`config.mk`:
```
export PLATFORM = sky130hd
export DESIGN_NAME = pulse_peak_hrv_tracker
export DESIGN_NICKNAME = d
export VERILOG_FILES = /design/src/sv/hrv_pkg.sv /design/src/sv/hrv_ram.sv /design/src/sv/pulse_peak_hrv_tracker.sv
export SDC_FILE = /design/constraint.sdc
export NUM_CORES = 2
export LEC_CHECK = 0
export BUFFER_PORTS_ARGS = -buffer_cell sky130_fd_sc_hd__buf_4
export CAP_MARGIN = 5
export CORE_MARGIN = 8
export CORE_UTILIZATION = 40
export DETAILED_ROUTE_END_ITERATION = 10
export GPL_TIMING_DRIVEN = 1
export PLACE_DENSITY_LB_ADDON = 0.05
export SLEW_MARGIN = 20
export SYNTH_ARGS = -nofsm -noshare
export SYNTH_HDL_FRONTEND = slang
export SYNTH_SLANG_ARGS = --single-unit
```
`constraint.sdc`:
```
create_clock -name i_clk -period 8.6 [get_ports i_clk]
set_clock_uncertainty 0.05 [all_clocks]
set_input_delay 0.43 -clock i_clk [delete_from_list [all_inputs] [get_ports i_clk]]
set_output_delay 0.43 -clock i_clk [all_outputs]
set_load 0.02 [all_outputs]
```
`src/sv/hrv_pkg.sv`:
```
`default_nettype none

package hrv_pkg;

    localparam int RING_DEPTH = 60;
    localparam int IDX_W      = $clog2(RING_DEPTH);
    localparam int CNT_W      = $clog2(RING_DEPTH + 1);

    localparam int IVL_W  = 16;
    localparam int SUM_W  = IVL_W + CNT_W;
    localparam int SQ_W   = 2 * IVL_W + CNT_W;
    localparam int DQ_W   = SQ_W;
    localparam int DC_W   = $clog2(DQ_W);
    localparam int SQRT_W = SQ_W + (SQ_W % 2);
    localparam int ROOT_W = SQRT_W / 2;
    localparam int SC_W   = $clog2(ROOT_W);
    localparam int SREM_W = ROOT_W + 4;
    localparam int PNN_W  = CNT_W + 7;

    localparam int CFG_IDX_W  = 3;
    localparam int CFG_DATA_W = 16;

    localparam logic [CFG_IDX_W-1:0] CFG_HIGH_THR   = 3'd0;
    localparam logic [CFG_IDX_W-1:0] CFG_LOW_THR    = 3'd1;
    localparam logic [CFG_IDX_W-1:0] CFG_PERIOD     = 3'd2;
    localparam logic [CFG_IDX_W-1:0] CFG_MIN_IVL    = 3'd3;
    localparam logic [CFG_IDX_W-1:0] CFG_MAX_IVL    = 3'd4;
    localparam logic [CFG_IDX_W-1:0] CFG_NN50_LIMIT = 3'd5;
    localparam logic [CFG_IDX_W-1:0] CFG_SLEEP      = 3'd6;

    localparam logic [15:0] RST_HIGH_THR   = 16'd50000;
    localparam logic [15:0] RST_LOW_THR    = 16'd40000;
    localparam logic [9:0]  RST_PERIOD     = 10'd40;
    localparam logic [15:0] RST_MIN_IVL    = 16'd400;
    localparam logic [15:0] RST_MAX_IVL    = 16'd2000;
    localparam logic [15:0] RST_NN50_LIMIT = 16'd50;

    localparam logic [15:0] MS_PER_MIN  = 16'd60000;
    localparam logic [6:0]  PCT_SCALE   = 7'd100;
    localparam int          MIN_REPORT  = 5;
    localparam logic [7:0]  SAT_8       = 8'd255;

endpackage

`default_nettype wire

```
`src/sv/hrv_ram.sv`:
```
`default_nettype none

module hrv_ram #(
    parameter int WIDTH = 16,
    parameter int DEPTH = 60
) (
    input  wire logic                     i_clk,
    input  wire logic                     i_we,
    input  wire logic [$clog2(DEPTH)-1:0] i_waddr,
    input  wire logic [WIDTH-1:0]         i_wdata,
    input  wire logic [$clog2(DEPTH)-1:0] i_raddr,
    output logic      [WIDTH-1:0]         o_rdata
);

    logic [WIDTH-1:0] r_mem [DEPTH];

    always_ff @(posedge i_clk) begin
        if (i_we) begin
            r_mem[i_waddr] <= i_wdata;
        end
        o_rdata <= r_mem[i_raddr];
    end

endmodule

`default_nettype wire

```
`src/sv/pulse_peak_hrv_tracker.sv`:
```
// Pulse peak and HRV tracker.
// Input channel (i_valid / o_ready): i_mode 0 is an IR sample, 1 is a report
// request. Each input transfer yields exactly one result transfer on the
// output channel (o_valid / i_ready) carrying beat flag, stored interval,
// heart rate, RMSSD and pNN50.
// A sample that stores no beat, or any sample in sleep, goes straight to the
// output register. A stored beat walks the n stored intervals (an address
// and a data state each) to sum them, then runs the mean division on the
// shared restoring divider and, unless the mean is zero, the heart-rate
// division. A report walks the ring, squaring and summing the difference of
// each entry to the one before, then runs a division for the mean square, a
// square root and a division for pNN50. One item is in flight at a time;
// o_ready is high only while the sequencer is idle.
// A finished result sits in the output register; a stalled receiver holds
// the sequencer until the result register frees, then it returns to idle.
// Reset (synchronous, active low) restores the default thresholds, clears
// the clock, peak time, ring pointers and reported values. Ring contents
// are not cleared; only written entries are read. Config writes are taken
// on any cycle with i_cfg_we high; index 7 is ignored.
`default_nettype none

module pulse_peak_hrv_tracker (
    input  wire logic                           i_clk,
    input  wire logic                           i_rst_n,
    input  wire logic                           i_cfg_we,
    input  wire logic [hrv_pkg::CFG_IDX_W-1:0]  i_cfg_idx,
    input  wire logic [hrv_pkg::CFG_DATA_W-1:0] i_cfg_data,
    input  wire logic                           i_valid,
    output logic                                o_ready,
    input  wire logic                           i_mode,
    input  wire logic [15:0]                    i_ir_sample,
    output logic                                o_valid,
    input  wire logic                           i_ready,
    output logic                                o_beat_stored,
    output logic      [15:0]                    o_interval_ms,
    output logic      [7:0]                     o_heart_rate_bpm,
    output logic      [7:0]                     o_rmssd_ms,
    output logic      [6:0]                     o_pnn50_pct
);

    localparam int IDX_W  = hrv_pkg::IDX_W;
    localparam int CNT_W  = hrv_pkg::CNT_W;
    localparam int DQ_W   = hrv_pkg::DQ_W;
    localparam int ROOT_W = hrv_pkg::ROOT_W;
    localparam int SQRT_W = hrv_pkg::SQRT_W;
    localparam int SREM_W = hrv_pkg::SREM_W;

    localparam logic [3:0] S_IDLE  = 4'd0;
    localparam logic [3:0] S_RADDR = 4'd1;
    localparam logic [3:0] S_RDATA = 4'd2;
    localparam logic [3:0] S_MUL   = 4'd3;
    localparam logic [3:0] S_ACC   = 4'd4;
    localparam logic [3:0] S_DIV   = 4'd5;
    localparam logic [3:0] S_DIVE  = 4'd6;
    localparam logic [3:0] S_SQRT  = 4'd7;
    localparam logic [3:0] S_SQE   = 4'd8;
    localparam logic [3:0] S_OUT   = 4'd9;

    localparam logic [1:0] OP_MEAN = 2'd0;
    localparam logic [1:0] OP_HR   = 2'd1;
    localparam logic [1:0] OP_MSQ  = 2'd2;
    localparam logic [1:0] OP_PNN  = 2'd3;

    // configuration
    logic [15:0] r_high_thr, r_low_thr, r_min_ivl, r_max_ivl, r_nn50_lim;
    logic [9:0]  r_period;
    logic        r_sleep;

    // tracker state
    logic [3:0]       r_state;
    logic [IDX_W-1:0] r_widx;
    logic             r_full;
    logic             r_armed;
    logic [31:0]      r_clock_ms;
    logic [31:0]      r_last_peak;
    logic [7:0]       r_rate;
    logic [7:0]       r_rmssd;
    logic [6:0]       r_pnn;

    // sequencer working registers
    logic                     r_rep;
    logic                     r_first;
    logic [IDX_W-1:0]         r_addr;
    logic [CNT_W-1:0]         r_n;
    logic [CNT_W-1:0]         r_k;
    logic [CNT_W-1:0]         r_nn;
    logic [hrv_pkg::SUM_W-1:0] r_sum;
    logic [hrv_pkg::SQ_W-1:0]  r_sumsq;
    logic [15:0]              r_prev;
    logic [15:0]              r_diff;
    logic [31:0]              r_prod;
    logic                     r_beat;
    logic [15:0]              r_ivl;
    logic [1:0]               r_op;

    // shared divider
    logic [DQ_W-1:0]         r_dq;
    logic [15:0]             r_dvs;
    logic [15:0]             r_rem;
    logic [hrv_pkg::DC_W-1:0] r_dcnt;

    // square root
    logic [SQRT_W-1:0]        r_sq_v;
    logic [SREM_W-1:0]        r_sq_rem;
    logic [ROOT_W-1:0]        r_root;
    logic [hrv_pkg::SC_W-1:0] r_scnt;

    logic r_ovalid;

    // ring
    logic        ram_we;
    logic [15:0] ram_rdata;

    // sample path
    logic [31:0]      n_clock;
    logic [31:0]      elapsed;
    logic             peak_hit;
    logic             take_peak;
    logic             do_store;
    logic [IDX_W-1:0] widx_inc;
    logic             n_full;
    logic [IDX_W-1:0] n_widx;
    logic [CNT_W-1:0] cnt_now;
    logic [CNT_W-1:0] cnt_next;
    logic [IDX_W-1:0] addr_inc;
    logic             accept;
    logic [15:0]      n_minus1;

    logic [16:0] d_trial;
    logic        d_ge;
    logic [16:0] d_sub;

    logic [SREM_W-1:0] s_rem2;
    logic [SREM_W-1:0] s_trial;
    logic              s_ge;

    logic [15:0] cur_diff;

    assign accept  = i_valid && o_ready;
    assign o_ready = (r_state == S_IDLE);
    assign o_valid = r_ovalid;

    assign n_clock   = r_clock_ms + {22'd0, r_period};
    assign elapsed   = n_clock - r_last_peak;
    assign peak_hit  = (i_ir_sample > r_high_thr) && !r_armed;
    assign take_peak = peak_hit && (elapsed > {16'd0, r_min_ivl});
    assign do_store  = take_peak && (r_last_peak != 32'd0)
                       && (elapsed < {16'd0, r_max_ivl});

    assign widx_inc = (r_widx == IDX_W'(hrv_pkg::RING_DEPTH - 1)) ? '0 : r_widx + 1'b1;
    assign addr_inc = (r_addr == IDX_W'(hrv_pkg::RING_DEPTH - 1)) ? '0 : r_addr + 1'b1;
    assign n_full   = r_full || (widx_inc == '0);
    assign n_widx   = widx_inc;
    assign cnt_now  = r_full ? CNT_W'(hrv_pkg::RING_DEPTH) : CNT_W'(r_widx);
    assign cnt_next = n_full ? CNT_W'(hrv_pkg::RING_DEPTH) : CNT_W'(n_widx);
    assign n_minus1 = 16'(r_n - 1'b1);

    assign ram_we = accept && !i_mode && !r_sleep && do_store;

    hrv_ram #(
        .WIDTH (16),
        .DEPTH (hrv_pkg::RING_DEPTH)
    ) u_ring (
        .i_clk   (i_clk),
        .i_we    (ram_we),
        .i_waddr (r_widx),
        .i_wdata (elapsed[15:0]),
        .i_raddr (r_addr),
        .o_rdata (ram_rdata)
    );

    assign d_trial = {r_rem, r_dq[DQ_W-1]};
    assign d_ge    = d_trial >= {1'b0, r_dvs};
    assign d_sub   = d_trial - {1'b0, r_dvs};

    assign s_rem2  = {r_sq_rem[SREM_W-3:0], r_sq_v[SQRT_W-1 -: 2]};
    assign s_trial = {{(SREM_W-ROOT_W-2){1'b0}}, r_root, 2'b01};
    assign s_ge    = s_rem2 >= s_trial;

    assign cur_diff = (ram_rdata >= r_prev) ? ram_rdata - r_prev : r_prev - ram_rdata;

    always_ff @(posedge i_clk) begin
        if (!i_rst_n) begin
            r_high_thr  <= hrv_pkg::RST_HIGH_THR;
            r_low_thr   <= hrv_pkg::RST_LOW_THR;
            r_period    <= hrv_pkg::RST_PERIOD;
            r_min_ivl   <= hrv_pkg::RST_MIN_IVL;
            r_max_ivl   <= hrv_pkg::RST_MAX_IVL;
            r_nn50_lim  <= hrv_pkg::RST_NN50_LIMIT;
            r_sleep     <= 1'b0;
            r_state     <= S_IDLE;
            r_widx      <= '0;
            r_full      <= 1'b0;
            r_armed     <= 1'b0;
            r_clock_ms  <= '0;
            r_last_peak <= '0;
            r_rate      <= '0;
            r_rmssd     <= '0;
            r_pnn       <= '0;
            r_ovalid    <= 1'b0;
        end else begin
            if (i_cfg_we) begin
                case (i_cfg_idx)
                    hrv_pkg::CFG_HIGH_THR:   r_high_thr <= i_cfg_data;
                    hrv_pkg::CFG_LOW_THR:    r_low_thr  <= i_cfg_data;
                    hrv_pkg::CFG_PERIOD:     r_period   <= i_cfg_data[9:0];
                    hrv_pkg::CFG_MIN_IVL:    r_min_ivl  <= i_cfg_data;
                    hrv_pkg::CFG_MAX_IVL:    r_max_ivl  <= i_cfg_data;
                    hrv_pkg::CFG_NN50_LIMIT: r_nn50_lim <= i_cfg_data;
                    hrv_pkg::CFG_SLEEP:      r_sleep    <= i_cfg_data[0];
                    default: ;
                endcase
            end

            // S_OUT owns r_ovalid while it loads a new result
            if (r_ovalid && i_ready && (r_state != S_OUT)) begin
                r_ovalid <= 1'b0;
            end

            case (r_state)
                S_IDLE: begin
                    if (accept) begin
                        r_beat <= 1'b0;
                        r_ivl  <= '0;
                        r_state <= S_OUT;
                        if (i_mode) begin
                            r_rep   <= 1'b1;
                            r_first <= 1'b1;
                            r_n     <= cnt_now;
                            r_k     <= '0;
                            r_nn    <= '0;
                            r_sumsq <= '0;
                            r_addr  <= r_full ? r_widx : '0;
                            if (cnt_now < CNT_W'(hrv_pkg::MIN_REPORT)) begin
                                r_rmssd <= '0;
                                r_pnn   <= '0;
                            end else begin
                                r_state <= S_RADDR;
                            end
                        end else if (!r_sleep) begin
                            r_clock_ms <= n_clock;
                            if (peak_hit) begin
                                r_armed <= 1'b1;
                                if (take_peak) begin
                                    r_last_peak <= n_clock;
                                end
                                if (do_store) begin
                                    r_widx  <= n_widx;
                                    r_full  <= n_full;
                                    r_beat  <= 1'b1;
                                    r_ivl   <= elapsed[15:0];
                                    r_rep   <= 1'b0;
                                    r_n     <= cnt_next;
                                    r_k     <= '0;
                                    r_sum   <= '0;
                                    r_addr  <= '0;
                                    r_state <= S_RADDR;
                                end
                            end else if (i_ir_sample < r_low_thr) begin
                                r_armed <= 1'b0;
                            end
                        end
                    end
                end
                S_RADDR: begin
                    r_state <= S_RDATA;
                end
                S_RDATA: begin
                    r_k    <= r_k + 1'b1;
                    r_addr <= addr_inc;
                    if (!r_rep) begin
                        r_sum <= r_sum + hrv_pkg::SUM_W'(ram_rdata);
                        if (r_k + 1'b1 == r_n) begin
                            r_dq    <= DQ_W'(r_sum + hrv_pkg::SUM_W'(ram_rdata));
                            r_dvs   <= 16'(r_n);
                            r_rem   <= '0;
                            r_dcnt  <= '0;
                            r_op    <= OP_MEAN;
                            r_state <= S_DIV;
                        end else begin
                            r_state <= S_RADDR;
                        end
                    end else if (r_first) begin
                        r_first <= 1'b0;
                        r_prev  <= ram_rdata;
                        r_state <= S_RADDR;
                    end else begin
                        r_diff  <= cur_diff;
                        r_prev  <= ram_rdata;
                        if (cur_diff > r_nn50_lim) begin
                            r_nn <= r_nn + 1'b1;
                        end
                        r_state <= S_MUL;
                    end
                end
                S_MUL: begin
                    r_prod  <= r_diff * r_diff;
                    r_state <= S_ACC;
                end
                S_ACC: begin
                    r_sumsq <= r_sumsq + hrv_pkg::SQ_W'(r_prod);
                    if (r_k == r_n) begin
                        r_dq    <= DQ_W'(r_sumsq + hrv_pkg::SQ_W'(r_prod));
                        r_dvs   <= n_minus1;
                        r_rem   <= '0;
                        r_dcnt  <= '0;
                        r_op    <= OP_MSQ;
                        r_state <= S_DIV;
                    end else begin
                        r_state <= S_RADDR;
                    end
                end
                S_DIV: begin
                    r_rem  <= d_ge ? d_sub[15:0] : d_trial[15:0];
                    r_dq   <= {r_dq[DQ_W-2:0], d_ge};
                    r_dcnt <= r_dcnt + 1'b1;
                    if (r_dcnt == hrv_pkg::DC_W'(DQ_W - 1)) begin
                        r_state <= S_DIVE;
                    end
                end
                S_DIVE: begin
                    case (r_op)
                        OP_MEAN: begin
                            if (r_dq == '0) begin
                                r_rate  <= hrv_pkg::SAT_8;
                                r_state <= S_OUT;
                            end else begin
                                r_dvs   <= r_dq[15:0];
                                r_dq    <= DQ_W'(hrv_pkg::MS_PER_MIN);
                                r_rem   <= '0;
                                r_dcnt  <= '0;
                                r_op    <= OP_HR;
                                r_state <= S_DIV;
                            end
                        end
                        OP_HR: begin
                            r_rate  <= (|r_dq[DQ_W-1:8]) ? hrv_pkg::SAT_8 : r_dq[7:0];
                            r_state <= S_OUT;
                        end
                        OP_MSQ: begin
                            r_sq_v   <= SQRT_W'(r_dq);
                            r_sq_rem <= '0;
                            r_root   <= '0;
                            r_scnt   <= '0;
                            r_state  <= S_SQRT;
                        end
                        OP_PNN: begin
                            r_pnn   <= r_dq[6:0];
                            r_state <= S_OUT;
                        end
                        default: r_state <= S_OUT;
                    endcase
                end
                S_SQRT: begin
                    r_sq_rem <= s_ge ? s_rem2 - s_trial : s_rem2;
                    r_root   <= {r_root[ROOT_W-2:0], s_ge};
                    r_sq_v   <= {r_sq_v[SQRT_W-3:0], 2'b00};
                    r_scnt   <= r_scnt + 1'b1;
                    if (r_scnt == hrv_pkg::SC_W'(ROOT_W - 1)) begin
                        r_state <= S_SQE;
                    end
                end
                S_SQE: begin
                    r_rmssd <= (|r_root[ROOT_W-1:8]) ? hrv_pkg::SAT_8 : r_root[7:0];
                    r_dq    <= DQ_W'(hrv_pkg::PNN_W'(r_nn) * hrv_pkg::PNN_W'(hrv_pkg::PCT_SCALE));
                    r_dvs   <= n_minus1;
                    r_rem   <= '0;
                    r_dcnt  <= '0;
                    r_op    <= OP_PNN;
                    r_state <= S_DIV;
                end
                S_OUT: begin
                    if (!r_ovalid || i_ready) begin
                        r_ovalid         <= 1'b1;
                        o_beat_stored    <= r_beat;
                        o_interval_ms    <= r_ivl;
                        o_heart_rate_bpm <= r_rate;
                        o_rmssd_ms       <= r_rmssd;
                        o_pnn50_pct      <= r_pnn;
                        r_state          <= S_IDLE;
                    end
                end
                default: r_state <= S_IDLE;
            endcase
        end
    end

`ifndef SYNTH
    a_widx_range: assert property (@(posedge i_clk) disable iff (!i_rst_n)
        r_widx < IDX_W'(hrv_pkg::RING_DEPTH))
        else $error("ring write index out of range");

    a_full_sticky: assert property (@(posedge i_clk) disable iff (!i_rst_n)
        r_full |=> r_full)
        else $error("ring full flag dropped");

    a_busy_after_accept: assert property (@(posedge i_clk) disable iff (!i_rst_n)
        accept |=> !o_ready)
        else $error("sequencer idle right after a transfer");

    a_beat_nonzero: assert property (@(posedge i_clk) disable iff (!i_rst_n)
        (o_valid && o_beat_stored) |-> (o_interval_ms != 16'd0))
        else $error("stored beat with zero interval");

    a_pnn_range: assert property (@(posedge i_clk) disable iff (!i_rst_n)
        r_pnn <= 7'd100)
        else $error("pNN50 above 100");
`endif

endmodule

`default_nettype wire
```
==> reports/summary.txt <==
Final Cycle Share = 90.3%
Initial Util = 40.1%
Hold crit path type = input pin to flop
Hold Path Sink = r_armed$_SDFFE_PN0P_
Pint = 17.8 mW
Die Span Y = 457 µm
Comb pwr share = 36.9%
Post-synth EDFFs = 1327
Global route total overflow = 0
Die area = 209000 µm²
Synth Cell Area = 77800 µm²
Status = finished clean
WHS Path Cells = 4
Worst vdd ir = 0.392 mV
Final setup TNS = 0 ns
R2R Path Start = r_period[0]$_SDFFE_PN0P_
Share of post-route cells with drive strength above 1 = 16.2%
PD cells = 316 nW/µm²
Initial antenna violation count = 6
Top cells by area, synth = edfxtp_1 (51%), mux4_2 (8.8%), ha_1 (5.9%)
Post-DP HPWL = 149000 µm
Core footprint = 194000 µm²
DRC violations left = 0
Nature of the critical path startpoint = flop
Clock buffer depth = 3
Count leader, synth = edfxtp_1
Share of the synthesized area in the top cell type = 51.2%
GP Congestion = 0.829
Max-slew violation count = 0
Wire per inst = 25.7 µm
Rel. slew slack = 14.4%
Top_reg_cell synth = edfxtp_1
Yosys Warn Count = 0
Critical Path Max Stage Delay = 0.59 ns
Vias in the first global route = 48.0k
Synth cell count leaders = edfxtp_1 (1327), nand2_1 (512), inv_1 (492), ha_1 (365), mux4_2 (304)
CTS tree = yes
Max-Cap Viols = 0
Area growth, synth to finish = 13.9%
R2R Setup Slk = 0.83 ns
DR vias/cell = 5.51
Kind of critical path = flop to flop
First-pass GRT wire length = 330000 µm
P_leak = 32.7 nW
Port buffer count = 82
Htree depth = 4
Post-Synthesis Cells = 5784
Final net count = 6535
Clk slew on worst S/H paths = 0.06 ns
Clk sinks = 1534
Worst Min Path Start = i_ir_sample[7]
Final core occ = 45.6%
Setup violators final = 0
Chip Width = 457 µm
Hold WS = 0.0871 ns
Critical path arrival = 8.23 ns
Largest net degree at the start of global routing = 190
Leading area contributor after synthesis = edfxtp_1
Crit Path Max Fanout = 60
Vias = 47.6k
Clock group share of total power = 27.1%
Flop pwr share = 35.9%
Root buf cell = clkbuf_16
Sequential area share after synthesis = 56.5%
CP max-delay cell = or4_1
Syn nets = 6361
Worst skew pair latency = 0.83 ns
Slew of the pin with the lowest slew margin = 1.27 ns
Reg2reg end = u_ring.r_mem[47][11]$_DFFE_PP_
Asr flop ratio synth = 0%
RSZ-0062 raised after global routing = no
Num rows = 162
GRT Overall Usage = 20.9%
Routed WL = 222000 µm
Hold Fails Final Rpt = 0
NetSw = 10.2 mW
Netlist cell types = 87
CP Capture Type = flop
Worst Path Required = 9.06 ns
Drt pass-1 iters = 5
Post-DRT Antenna Nets = 0
R2R depth = 29
Fmax achieved = 129 MHz
Sw frac = 36.4%
Mapped Avg Cell Area = 13.5 µm²
Total CTS buffers = 171
Crit path time final = 7.77 ns
Flops & latches, synth = 1534
DRT iter0 DRCs = 4202
Top-Level Pins = 83
## critical path, delay by kind of cell (launching register included)
kind | cells | cell delay, ns
compound gates | 10 | 2.41
xor+xnor | 2 | 0.30
fa+ha+maj | 4 | 1.41
buf+inv | 4 | 0.79
flops | 1 | 0.34
simple gates | 9 | 2.09
## area by class of cell
| type | instances | area, µm² |
|---|---|---|
| Antenna cell | 1 | 2.50 |
| Clock buffer | 213 | 4530 |
| Clock inverter | 108 | 1340 |
| Fill cell | 17300 | 106000 |
| Inverter | 494 | 1860 |
| Multi-Input combinational cell | 3501 | 31600 |
| Sequential cell | 1534 | 44000 |
| Tap cell | 2542 | 3180 |
| Timing Repair Buffer | 256 | 2100 |
## flip-flops by register name, summed over array words and instances (netlist names), 19 cells and up
signal	flops
r_root	19
u_ring.r_mem	960
r_prod	31
r_sum	22
r_last_peak	32
r_sumsq	38
r_sq_rem	21
r_dq	38
r_sq_v	38
r_clock_ms	32
## cells by family (layout without fill, tap and decap cells)
logic type,after synthesis,after routing,share of synthesized area (%)
DFF,1534,1534,56.5
and+or+nand+nor,1427,1427,8.80
AOI/OAI and AO/OA,894,894,7.78
buffers and inverters,749,1071,3.69
adders and majority gates,536,536,10.3
muxes,437,437,10.6
xor gates and xnor gates,207,207,2.35
other,0,1,0
## placed cells by master, fill, tap and decap left out, drive strengths merged, types with 108 or more instances in the layout
cell and instances:
edfxtp 1327, inv 499, a21o 108, a21oi 198
dfxtp 207, mux4 304, clkbuf 213, a21boi 109
o21ai 149, nor2 284, nand2 512, xnor2 124
fa 171, ha 365, buf 235
## metrics by stage
stage          cell area, µm²  std cells  setup slack, ns  power (mW)
2_1_floorplan           77900       5784          0.00438        16.6
3_3_place_gp            82500       8305            0.472        20.7
3_5_place_dp            82500       8305            0.856        20.7
4_1_cts                 88600       8647            0.795        28.4
5_1_grt                 88600       8648            0.163        29.5
6_report                88600       8649            0.831        28.0
## worst max-delay path by stage
stage / start / end / slack, ns
after floorplan: r_period[0]$_SDFFE_PN0P_ / u_ring.r_mem[3][0]$_DFFE_PP_ / 0.004
after global placement: r_period[0]$_SDFFE_PN0P_ / r_sum[16]$_SDFFCE_PN0P_ / 0.47
after detailed placement: r_period[0]$_SDFFE_PN0P_ / u_ring.r_mem[47][7]$_DFFE_PP_ / 0.86
after CTS: r_period[0]$_SDFFE_PN0P_ / u_ring.r_mem[47][10]$_DFFE_PP_ / 0.79
after global routing: r_period[0]$_SDFFE_PN0P_ / u_ring.r_mem[47][4]$_DFFE_PP_ / 0.16
final: r_period[0]$_SDFFE_PN0P_ / u_ring.r_mem[47][11]$_DFFE_PP_ / 0.83
## power by group through the flow
stage / registers [mW] / logic, mW / clock network (mW)
finish: 10.1 / 10.4 / 7.61
global route: 10.1 / 11.3 / 8.06
CTS: 10.1 / 10.5 / 7.81
detailed placement: 10.2 / 10.5 / 0
global placement: 10.2 / 10.4 / 0
floorplan: 10.0 / 6.60 / 0
## layer usage
| layer | share of wire [%] | vias to the layer above | global-route usage (%) |
|---|---|---|---|
| li1 | - | 21800 | - |
| met1 | 46 | 24400 | 30.2 |
| met2 | 47 | 1164 | 33.5 |
| met3 | 4.8 | 259 | 3.08 |
| met4 | 2.1 | 6 | 4.75 |
| met5 | 0.015 | - | 0 |
## what timing repair did
item,in CTS,in global routing
endpoints found under the hold margin,123,0
hold buffers,21,0
resized for setup,0,0
buffers inserted,0,0
No activity file was read; power rests on OpenSTA's default activity.
